==> config.mk <==
export PLATFORM = sky130hd
export DESIGN_NAME = voice_allocator_phase_accumulator
export DESIGN_NICKNAME = d
export VERILOG_FILES = /design/src/vapa_pkg.sv /design/src/vapa_voice_alu.sv /design/src/voice_allocator_phase_accumulator.sv
export SDC_FILE = /design/constraint.sdc
export NUM_CORES = 1
export LEC_CHECK = 0
export ABC_AREA = 0
export BUFFER_PORTS_ARGS = -buffer_cell sky130_fd_sc_hd__buf_2
export CORE_MARGIN = 3
export CORE_UTILIZATION = 57
export DETAILED_ROUTE_END_ITERATION = 16
export PLACE_DENSITY_LB_ADDON = 0.3
export SLEW_MARGIN = 20
export SYNTH_ARGS = -nofsm -noshare
export SYNTH_HDL_FRONTEND = slang
export SYNTH_SLANG_ARGS = --single-unit
==> constraint.sdc <==
create_clock -name aclk -period 10.15 [get_ports aclk]
set_input_delay 1.015 -clock aclk [delete_from_list [all_inputs] [get_ports aclk]]
set_output_delay 1.015 -clock aclk [all_outputs]
set_load 0.01 [all_outputs]
==> src/vapa_pkg.sv <==
// vapa_pkg: shared types, request codes and the note step table for the
// voice allocator and phase accumulator block
// no dependencies

package vapa_pkg;

    localparam int VOICE_COUNT_DEF   = 8;
    localparam int FRACTION_BITS_DEF = 11;

    localparam int NOTE_W   = 7;
    localparam int CHAN_W   = 4;
    localparam int CTL_W    = 7;
    localparam int REQ_W    = 3;
    localparam int LEN_W    = 16;
    localparam int STEP_W   = 16;
    localparam int POS_W    = 16;
    localparam int OWNER_W  = CHAN_W + 1;
    localparam int NOTE_CNT = 128;

    localparam logic [OWNER_W-1:0] NO_OWNER          = OWNER_W'(16);
    localparam logic [CTL_W-1:0]   SUSTAIN_THRESHOLD = CTL_W'(50);
    localparam logic [LEN_W-1:0]   LEN_RESET         = 16'hFFFF;

    localparam logic [63:0] STEP_NUM = 64'd1565599539;
    localparam logic [63:0] STEP_DEN = 64'd1000000000;

    typedef enum logic [REQ_W-1:0] {
        REQ_NOTE_ON  = 3'd0,
        REQ_NOTE_OFF = 3'd1,
        REQ_TICK     = 3'd2,
        REQ_ALL_OFF  = 3'd3,
        REQ_SUSTAIN  = 3'd4
    } req_t;

    typedef struct packed {
        logic fits;
        logic greater;
    } alu_flags_t;

    typedef logic [0:NOTE_CNT-1][15:0]     note_hz_t;
    typedef logic [0:NOTE_CNT-1][STEP_W-1:0] step_rom_t;

    localparam note_hz_t NOTE_HZ = '{
        16'd16, 16'd17, 16'd18, 16'd19, 16'd21, 16'd22, 16'd23, 16'd24,
        16'd26, 16'd28, 16'd29, 16'd31, 16'd33, 16'd35, 16'd37, 16'd39,
        16'd41, 16'd44, 16'd46, 16'd49, 16'd52, 16'd55, 16'd58, 16'd62,
        16'd65, 16'd69, 16'd73, 16'd78, 16'd82, 16'd87, 16'd92, 16'd98,
        16'd104, 16'd110, 16'd117, 16'd123, 16'd131, 16'd139, 16'd147, 16'd156,
        16'd165, 16'd175, 16'd185, 16'd196, 16'd208, 16'd220, 16'd233, 16'd247,
        16'd262, 16'd277, 16'd294, 16'd311, 16'd330, 16'd349, 16'd370, 16'd392,
        16'd415, 16'd440, 16'd466, 16'd494, 16'd523, 16'd554, 16'd587, 16'd622,
        16'd659, 16'd698, 16'd740, 16'd784, 16'd831, 16'd880, 16'd932, 16'd988,
        16'd1047, 16'd1109, 16'd1175, 16'd1245, 16'd1319, 16'd1397, 16'd1480,
        16'd1568, 16'd1661, 16'd1760, 16'd1865, 16'd1976, 16'd2093, 16'd2217,
        16'd2349, 16'd2489, 16'd2637, 16'd2794, 16'd2960, 16'd3136, 16'd3322,
        16'd3520, 16'd3729, 16'd3951, 16'd4186, 16'd4435, 16'd4699, 16'd4978,
        16'd5274, 16'd5588, 16'd5920, 16'd6272, 16'd6645, 16'd7040, 16'd7459,
        16'd7902, 16'd8372, 16'd8870, 16'd9397, 16'd9956, 16'd10548, 16'd11175,
        16'd11840, 16'd12544, 16'd13290, 16'd14080, 16'd14917, 16'd15804,
        16'd16744, 16'd17740, 16'd18795, 16'd19912, 16'd21096, 16'd22351,
        16'd23680, 16'd25088
    };

    // step = floor(hz * 1.565599539), evaluated at elaboration
    function automatic step_rom_t build_step_rom();
        step_rom_t   rom;
        logic [63:0] prod;
        for (int i = 0; i < NOTE_CNT; i++) begin
            prod   = 64'(NOTE_HZ[i]) * STEP_NUM;
            rom[i] = STEP_W'(prod / STEP_DEN);
        end
        return rom;
    endfunction

    localparam step_rom_t STEP_ROM = build_step_rom();

endpackage

==> src/vapa_voice_alu.sv <==
// vapa_voice_alu: shared phase unit, one voice per use: phase plus step,
// end-of-sample compare and the largest-phase compare for voice stealing
// depends on vapa_pkg

module vapa_voice_alu #(
    parameter int FRACTION_BITS = vapa_pkg::FRACTION_BITS_DEF,
    parameter int PHASE_W       = vapa_pkg::LEN_W + FRACTION_BITS + 1
) (
    input  logic [PHASE_W-1:0]             phase,
    input  logic [vapa_pkg::STEP_W-1:0]    step,
    input  logic [PHASE_W-1:0]             best,
    input  logic [vapa_pkg::LEN_W-1:0]     sample_length,
    output logic [PHASE_W-1:0]             sum,
    output vapa_pkg::alu_flags_t           flags
);

    localparam int INT_W = PHASE_W - FRACTION_BITS;

    assign sum = phase + PHASE_W'(step);

    always_comb begin
        flags.fits    = sum[PHASE_W-1:FRACTION_BITS] < INT_W'(sample_length);
        flags.greater = phase > best;
    end

endmodule

==> src/voice_allocator_phase_accumulator.sv <==
// voice_allocator_phase_accumulator: top level, voice state, sequencer
// and output register; depends on vapa_pkg and vapa_voice_alu
//
// Usage:
//   s_ channel: one request per beat, kind in s_tuser (note on, note off,
//   tick, all notes off, set sustain), note/channel/pedal value in s_tdata.
//   m_ channel: results. note on gives one beat with the chosen voice;
//   tick gives VOICE_COUNT beats, one per voice in index order, with the
//   sample position; m_tlast marks the final beat of a request.
//   cfg_ channel: sample length write, always ready; user must write while idle.
// Request handling (one shared phase unit, one voice per cycle unless stalled):
//   note on: a scan of every voice, then a commit of the chosen voice.
//   tick: one voice per cycle, every voice in index order, with a result each.
//   note off, all notes off: walk the voice table, no result.
//   set sustain: taken while idle, no result.
//   s_tready is high only between requests.
// Reset clears every voice and sustain and sets sample length to 65535.
// When m_tready is low with a beat waiting, a tick walk or note on commit
// holds on its voice and the finished beat waits in the output register.

module voice_allocator_phase_accumulator #(
    parameter int VOICE_COUNT   = vapa_pkg::VOICE_COUNT_DEF,
    parameter int FRACTION_BITS = vapa_pkg::FRACTION_BITS_DEF,
    parameter int VI_W          = $clog2(VOICE_COUNT),
    parameter int M_DATA_W      = ((VI_W + 1 + vapa_pkg::POS_W + 7) / 8) * 8
) (
    input  logic                           aclk,
    input  logic                           aresetn,
    input  logic                           s_tvalid,
    output logic                           s_tready,
    // [6:0] note_number, [10:7] midi_channel, [17:11] control_value
    input  logic [23:0]                    s_tdata,
    // [2:0] req_type
    input  logic [vapa_pkg::REQ_W-1:0]     s_tuser,
    output logic                           m_tvalid,
    input  logic                           m_tready,
    // [VI_W-1:0] voice_index, [VI_W] voice_active, then sample_position
    output logic [M_DATA_W-1:0]            m_tdata,
    output logic                           m_tlast,
    input  logic                           cfg_valid,
    output logic                           cfg_ready,
    input  logic [vapa_pkg::LEN_W-1:0]     cfg_data
);

    localparam int PHASE_W = vapa_pkg::LEN_W + FRACTION_BITS + 1;
    localparam int POS_W   = vapa_pkg::POS_W;
    localparam int PAD_W   = M_DATA_W - VI_W - 1 - POS_W;
    localparam logic [VI_W-1:0] LAST_IDX = VI_W'(VOICE_COUNT - 1);

    typedef enum logic [2:0] {
        ST_IDLE,
        ST_SCAN_ON,
        ST_COMMIT,
        ST_NOTE_OFF,
        ST_TICK,
        ST_ALL_OFF
    } state_t;

    state_t                            state_reg;
    logic [VI_W-1:0]                   idx_reg;
    logic [vapa_pkg::NOTE_W-1:0]       note_reg;
    logic [vapa_pkg::CHAN_W-1:0]       chan_reg;
    logic                              sustain_reg;
    logic [vapa_pkg::LEN_W-1:0]        len_reg;

    logic [vapa_pkg::NOTE_W-1:0]       held_reg  [VOICE_COUNT];
    logic [vapa_pkg::OWNER_W-1:0]      owner_reg [VOICE_COUNT];
    logic [PHASE_W-1:0]                phase_reg [VOICE_COUNT];
    logic [vapa_pkg::STEP_W-1:0]       step_reg  [VOICE_COUNT];
    logic [VOICE_COUNT-1:0]            busy_reg;

    logic                              match_found_reg;
    logic [VI_W-1:0]                   match_idx_reg;
    logic                              free_found_reg;
    logic [VI_W-1:0]                   free_idx_reg;
    logic [PHASE_W-1:0]                best_reg;
    logic [VI_W-1:0]                   best_idx_reg;

    logic                              m_valid_reg;
    logic [VI_W-1:0]                   m_index_reg;
    logic                              m_active_reg;
    logic [POS_W-1:0]                  m_pos_reg;
    logic                              m_last_reg;

    logic [PHASE_W-1:0]                alu_sum;
    vapa_pkg::alu_flags_t              alu_flags;
    logic [VI_W-1:0]                   pick;
    logic                              out_free;
    logic                              m_load;
    logic                              idx_last;
    logic [PHASE_W-1:0]                park_phase;
    logic [PHASE_W-1:0]                tick_phase;
    vapa_pkg::req_t                    s_req;
    logic [vapa_pkg::NOTE_W-1:0]       s_note;
    logic [vapa_pkg::CHAN_W-1:0]       s_chan;
    logic [vapa_pkg::CTL_W-1:0]        s_ctl;

    vapa_voice_alu #(
        .FRACTION_BITS (FRACTION_BITS),
        .PHASE_W       (PHASE_W)
    ) u_alu (
        .phase         (phase_reg[idx_reg]),
        .step          (step_reg[idx_reg]),
        .best          (best_reg),
        .sample_length (len_reg),
        .sum           (alu_sum),
        .flags         (alu_flags)
    );

    assign s_req  = vapa_pkg::req_t'(s_tuser);
    assign s_note = s_tdata[6:0];
    assign s_chan = s_tdata[10:7];
    assign s_ctl  = s_tdata[17:11];

    assign s_tready  = (state_reg == ST_IDLE);
    assign cfg_ready = 1'b1;
    assign m_tvalid  = m_valid_reg;
    assign m_tlast   = m_last_reg;
    assign m_tdata   = {PAD_W'(0), m_pos_reg, m_active_reg, m_index_reg};

    assign out_free   = !m_valid_reg || m_tready;
    assign m_load     = out_free && (state_reg == ST_COMMIT || state_reg == ST_TICK);
    assign idx_last   = (idx_reg == LAST_IDX);
    assign park_phase = PHASE_W'(len_reg) << FRACTION_BITS;
    assign tick_phase = alu_flags.fits ? alu_sum : phase_reg[idx_reg];

    always_comb begin
        if (match_found_reg) begin
            pick = match_idx_reg;
        end else if (free_found_reg) begin
            pick = free_idx_reg;
        end else begin
            pick = best_idx_reg;
        end
    end

    always_ff @(posedge aclk) begin
        if (!aresetn) begin
            state_reg       <= ST_IDLE;
            idx_reg         <= '0;
            sustain_reg     <= 1'b0;
            len_reg         <= vapa_pkg::LEN_RESET;
            busy_reg        <= '0;
            match_found_reg <= 1'b0;
            free_found_reg  <= 1'b0;
            m_valid_reg     <= 1'b0;
            m_last_reg      <= 1'b0;
            for (int v = 0; v < VOICE_COUNT; v++) begin
                held_reg[v]  <= '0;
                owner_reg[v] <= vapa_pkg::NO_OWNER;
                phase_reg[v] <= '0;
                step_reg[v]  <= '0;
            end
        end else begin
            if (cfg_valid) begin
                len_reg <= cfg_data;
            end
            if (m_load) begin
                m_valid_reg <= 1'b1;
            end else if (m_tready) begin
                m_valid_reg <= 1'b0;
            end
            case (state_reg)
                ST_IDLE: begin
                    if (s_tvalid) begin
                        note_reg        <= s_note;
                        chan_reg        <= s_chan;
                        idx_reg         <= '0;
                        match_found_reg <= 1'b0;
                        free_found_reg  <= 1'b0;
                        best_reg        <= '0;
                        best_idx_reg    <= '0;
                        case (s_req)
                            vapa_pkg::REQ_NOTE_ON: begin
                                state_reg <= ST_SCAN_ON;
                            end
                            vapa_pkg::REQ_NOTE_OFF: begin
                                if (!sustain_reg) begin
                                    state_reg <= ST_NOTE_OFF;
                                end
                            end
                            vapa_pkg::REQ_TICK: begin
                                state_reg <= ST_TICK;
                            end
                            vapa_pkg::REQ_ALL_OFF: begin
                                state_reg <= ST_ALL_OFF;
                            end
                            vapa_pkg::REQ_SUSTAIN: begin
                                sustain_reg <= (s_ctl > vapa_pkg::SUSTAIN_THRESHOLD);
                            end
                            default: begin
                            end
                        endcase
                    end
                end
                ST_SCAN_ON: begin
                    if (!match_found_reg && held_reg[idx_reg] == note_reg) begin
                        match_found_reg <= 1'b1;
                        match_idx_reg   <= idx_reg;
                    end
                    if (!free_found_reg) begin
                        if (!busy_reg[idx_reg]) begin
                            free_found_reg <= 1'b1;
                            free_idx_reg   <= idx_reg;
                        end else if (alu_flags.greater) begin
                            best_reg     <= phase_reg[idx_reg];
                            best_idx_reg <= idx_reg;
                        end
                    end
                    if (idx_last) begin
                        idx_reg   <= '0;
                        state_reg <= ST_COMMIT;
                    end else begin
                        idx_reg <= idx_reg + VI_W'(1);
                    end
                end
                ST_COMMIT: begin
                    if (out_free) begin
                        owner_reg[pick] <= {1'b0, chan_reg};
                        phase_reg[pick] <= '0;
                        step_reg[pick]  <= vapa_pkg::STEP_ROM[note_reg];
                        busy_reg[pick]  <= 1'b1;
                        if (!match_found_reg) begin
                            held_reg[pick] <= note_reg;
                        end
                        m_index_reg  <= pick;
                        m_active_reg <= 1'b0;
                        m_pos_reg    <= '0;
                        m_last_reg   <= 1'b1;
                        state_reg    <= ST_IDLE;
                    end
                end
                ST_NOTE_OFF: begin
                    if (held_reg[idx_reg] == note_reg) begin
                        phase_reg[idx_reg] <= park_phase;
                        busy_reg[idx_reg]  <= 1'b0;
                        idx_reg            <= '0;
                        state_reg          <= ST_IDLE;
                    end else if (idx_last) begin
                        idx_reg   <= '0;
                        state_reg <= ST_IDLE;
                    end else begin
                        idx_reg <= idx_reg + VI_W'(1);
                    end
                end
                ST_TICK: begin
                    if (out_free) begin
                        phase_reg[idx_reg] <= tick_phase;
                        if (!alu_flags.fits) begin
                            busy_reg[idx_reg] <= 1'b0;
                        end
                        m_index_reg  <= idx_reg;
                        m_active_reg <= alu_flags.fits;
                        m_pos_reg    <= tick_phase[FRACTION_BITS +: POS_W];
                        m_last_reg   <= idx_last;
                        if (idx_last) begin
                            idx_reg   <= '0;
                            state_reg <= ST_IDLE;
                        end else begin
                            idx_reg <= idx_reg + VI_W'(1);
                        end
                    end
                end
                ST_ALL_OFF: begin
                    if (owner_reg[idx_reg] == {1'b0, chan_reg}) begin
                        owner_reg[idx_reg] <= vapa_pkg::NO_OWNER;
                        phase_reg[idx_reg] <= park_phase;
                        busy_reg[idx_reg]  <= 1'b0;
                    end
                    if (idx_last) begin
                        idx_reg   <= '0;
                        state_reg <= ST_IDLE;
                    end else begin
                        idx_reg <= idx_reg + VI_W'(1);
                    end
                end
                default: begin
                    idx_reg   <= '0;
                    state_reg <= ST_IDLE;
                end
            endcase
        end
    end

`ifndef SYNTHESIS
    // walk counter rewinds before every request
    a_idle_idx_zero: assert property (@(posedge aclk) disable iff (!aresetn)
        s_tready |-> (idx_reg == '0))
        else $error("voice counter not rewound at idle");

    // walk never leaves the voice range
    a_idx_range: assert property (@(posedge aclk) disable iff (!aresetn)
        idx_reg <= LAST_IDX)
        else $error("voice counter out of range");

    // reported voice exists
    a_out_index: assert property (@(posedge aclk) disable iff (!aresetn)
        m_tvalid |-> (m_tdata[VI_W-1:0] <= LAST_IDX))
        else $error("result names a missing voice");

    // a tick beat starts the voice walk
    a_tick_busy: assert property (@(posedge aclk) disable iff (!aresetn)
        (s_tvalid && s_tready && s_tuser == vapa_pkg::REQ_TICK) |=> !s_tready)
        else $error("tick did not start the voice walk");

    // note on result carries no position
    a_note_on_pos: assert property (@(posedge aclk) disable iff (!aresetn)
        (state_reg == ST_COMMIT && out_free) |=> (m_pos_reg == '0 && m_tlast))
        else $error("note on result malformed");
`endif

endmodule

==> run_results.csv <==
group,metric,value,unit
drt,detail_route.drc_violations,0,
cts,postCtsSetupBuffers,0,
worst_setup_path,worst_r2r_endpoint,"phase_reg[2][3]",
yosys,postSynth.topFlopCell,"sky130_fd_sc_hd__edfxtp_1",
cts,cts_buffers,54,
floorplan,initial_utilization,0.579,
grt,grt_pass1_wl,113000,um
cts,cts-hold-fix-buffers,0,
sta,period_share,0.819,
grt,grt_antenna_before_repair,0,
yosys,netlist_top_cells_area,"sky130_fd_sc_hd__edfxtp_1 (54%), sky130_fd_sc_hd__mux4_2 (8.8%), sky130_fd_sc_hd__nor2_1 (6.7%), sky130_fd_sc_hd__ha_1 (3.1%), sky130_fd_sc_hd__dfxtp_1 (2.7%)",
finish,area_delta_synth_final,8.68,%
sta,setup_viol,0,
yosys,ys_warn_count,0,
sta,rsz0062_at_grt,"false",
drt,routed_via_density,6.39,
worst_setup_path,ff2ff_path_depth,21,
yosys,synth.most_common_cell,"sky130_fd_sc_hd__edfxtp_1",
pwr,peakVddDrop,0.174,mV
sta,finalClockSkew,0.0260,ns
status,run_status,"finished, final reports clean",
min_path,timing.hold.worst_endpoint,"busy_reg[6]",
drt,via_count,19600,
sta,slew_viol_final,0,
worst_setup_path,cp.arrival,8.64,ns
cts,clk_pin_slew_worst_paths,0.06,ns
flow_run,max_cap_viol_count,0,
finish,insertedDiodeCount,0,
worst_setup_path,ff2ff_setup_slack,1.83,ns
yosys,synthDominantAreaCellType,"sky130_fd_sc_hd__edfxtp_1",
cts,worstSkewPairLatency,0.61,ns
grt,grt_overflow_total,0,
cts,cts_max_path_buffers,3,
floorplan,design.die.area,0.0526,sq mm
worst_setup_path,worstPathMaxFanout,48,
finish,drive_above_1_share,0.161,
finish,nNetsFinal,2482,
yosys,syn-cell-area,0.0284,sq mm
worst_setup_path,worst_setup_path_start_kind,"register",
placed_design,place.gp.congestion,0.926,
floorplan,die_w,229,um
floorplan,die_height,229,um
yosys,postSynthRegisterBits,554,
drt,route.antenna.remaining_nets,0,
min_path,hold_class,"reg2reg",
sta,slew_headroom,0.255,
worst_setup_path,setup.worst_path.end_class,"register",
sta,timing.final.crit_period,8.32,ns
placed_design,numPlacedInstances,2971,
placed_design,hpwlAfterDp,47000,um
cts,cts_repair_resize_count,0,
finish,layoutNonFillerInstCount,3071,
cts,tritoncts,"yes",
cts,cts.sinks,554,
yosys,yosys.area.top_type_share,0.545,
yosys,async_flop_share,0,
yosys,synthTopCellsByCount,"sky130_fd_sc_hd__edfxtp_1 (516), sky130_fd_sc_hd__nor2_1 (507), sky130_fd_sc_hd__nand2_1 (134)",
yosys,synth_edf_count,516,
sta,tightest_slew,1.11,ns
min_path,holdPathStages,2,
floorplan,i_o_pins,76,
yosys,syn_inst,2366,
min_path,hold_start,"busy_reg[6]",
floorplan,coreArea,0.0492,sq mm
worst_setup_path,critPathRequiredTime,10.47,ns
cts,clock_tree.root_cell,"sky130_fd_sc_hd__clkbuf_16",
placed_design,placement.io_buffers,64,
drt,wire_per_inst,24.0,um
yosys,synth.avg_cell_area,12.0,sq um
sta,achievable-frequency,0.120,GHz
floorplan,rows,81,
worst_setup_path,timing_worst_setup_path_type,"reg2reg",
drt,drt_pre_antenna_iters,5,
finish,largest_register_ffs,224,
sta,timing_hold_violations_final,0,
pwr,power-per-cell-area,218,mW/mm^2
grt,combined_global_route_utilization_of_all_metal_layers,0.280,
cts,h-tree-depth,2,
drt,drt_first_iter_violations,2288,
yosys,synth.yosys.seq_area_share,0.572,
sta,setup_tns,0,ns
grt,grt_start_max_net_pins,81,
grt,grt_pass1_vias,19700,
drt,detail_route.wirelength,73600,um
pwr,power.leakage,0.0112,uW
yosys,synth_cell_types,94,
## cells in the final DEF, fill, tap and decap left out, types with 18 or more instances in the layout
cell / synthesis / routed
sky130_fd_sc_hd__nor2b_1: 18 / 18
sky130_fd_sc_hd__buf_4: 8 / 47
sky130_fd_sc_hd__and2_1: 20 / 20
sky130_fd_sc_hd__o211ai_1: 39 / 39
sky130_fd_sc_hd__o21ai_0: 95 / 91
sky130_fd_sc_hd__nand3_1: 38 / 38
sky130_fd_sc_hd__mux2i_1: 45 / 45
sky130_fd_sc_hd__xnor2_1: 26 / 25
sky130_fd_sc_hd__buf_2: 20 / 64
sky130_fd_sc_hd__ha_1: 70 / 70
sky130_fd_sc_hd__edfxtp_1: 516 / 516
sky130_fd_sc_hd__mux2_2: 36 / 36
sky130_fd_sc_hd__a21oi_1: 99 / 99
sky130_fd_sc_hd__nor2_1: 507 / 505
sky130_fd_sc_hd__mux4_2: 111 / 111
sky130_fd_sc_hd__nand2b_1: 31 / 31
sky130_fd_sc_hd__clkinv_1: 3 / 18
sky130_fd_sc_hd__clkbuf_16: 0 / 55
sky130_fd_sc_hd__dfxtp_1: 38 / 35
sky130_fd_sc_hd__nand4_1: 20 / 20
sky130_fd_sc_hd__inv_1: 82 / 82
sky130_fd_sc_hd__nor3_1: 39 / 38
sky130_fd_sc_hd__nand2_1: 134 / 132
## layout make-up
| type | count | area [sq um] |
|---|---|---|
| clock buffer | 70 | 1450 |
| clock inverter | 30 | 239 |
| fill | 3716 | 18200 |
| inverter | 86 | 323 |
| multi-input combinational | 1555 | 11100 |
| sequential | 554 | 16300 |
| tap | 664 | 831 |
| timing repair buffer | 112 | 693 |
## worst max path at each step
stage,start,to
after floorplan,register,phase_reg[0][16]
after global placement,register,phase_reg[0][3]
after detailed placement,register,phase_reg[2][3]
after CTS,register,phase_reg[2][3]
after global routing,register,phase_reg[2][3]
final,register,phase_reg[2][3]
## report_power, final
part	switching [uW]	internal, uW	total [uW]
logic	1220	802	2020
registers	129	2640	2770
clock network	845	1110	1950
total	2190	4550	6740
## critical path, cell delays in order, from the launching register on
cell and delay [ns]:
sky130_fd_sc_hd__dfxtp_4 0.86, sky130_fd_sc_hd__buf_4 0.44, sky130_fd_sc_hd__mux4_2 0.34, sky130_fd_sc_hd__mux2i_1 0.43, sky130_fd_sc_hd__inv_1 0.19, sky130_fd_sc_hd__ha_1 0.33
sky130_fd_sc_hd__a21o_1 0.13, sky130_fd_sc_hd__nand4_1 0.15, sky130_fd_sc_hd__a211oi_1 0.56, sky130_fd_sc_hd__o211ai_1 0.34, sky130_fd_sc_hd__a21oi_1 0.48, sky130_fd_sc_hd__nor2b_1 0.33
sky130_fd_sc_hd__xor2_1 0.20, sky130_fd_sc_hd__ha_1 0.26, sky130_fd_sc_hd__a2111oi_0 0.49, sky130_fd_sc_hd__nand3_1 0.24, sky130_fd_sc_hd__a211oi_1 0.46, sky130_fd_sc_hd__or2_1 0.17
sky130_fd_sc_hd__buf_4 0.21, sky130_fd_sc_hd__nand2_1 0.45, sky130_fd_sc_hd__a31oi_1 0.82, sky130_fd_sc_hd__nor2_1 0.11
## metrics by stage
stage               power, uW  hold WS, ns  area (sq um)  utilization  worst slack [ns]
finish                   6740        0.456         30900        0.629              1.83
floorplan                4280        0.422         28500            -              2.82
global route             7040        0.488         30900        0.629              1.40
CTS                      6740        0.453         30900        0.629              2.03
detailed placement       4800        0.444         29200        0.594              2.09
global placement         4750        0.430         29200        0.594              2.10
## metal layers
layer  global-route usage  share of wire  up-vias
met2                0.461           0.48     1046
met4               0.0973          0.033        0
li1                     -              -     8713
met1                0.376           0.39     9702
met3               0.0532          0.093      156
met5                    0              0        -
## logic make-up after synthesis
kind of cell	count (synthesis)	share of synthesized area
AO/OA/AOI/OAI	376	0.0889
XOR/XNOR	36	0.0114
adder cells (fa/ha/maj)	71	0.0315
buffers and inverters	260	0.0398
flip-flops	554	0.572
multiplexers	196	0.120
other	2	0.000264
AND/OR/NAND/NOR	871	0.137
Note: power is estimated with default switching activity, not from simulation.
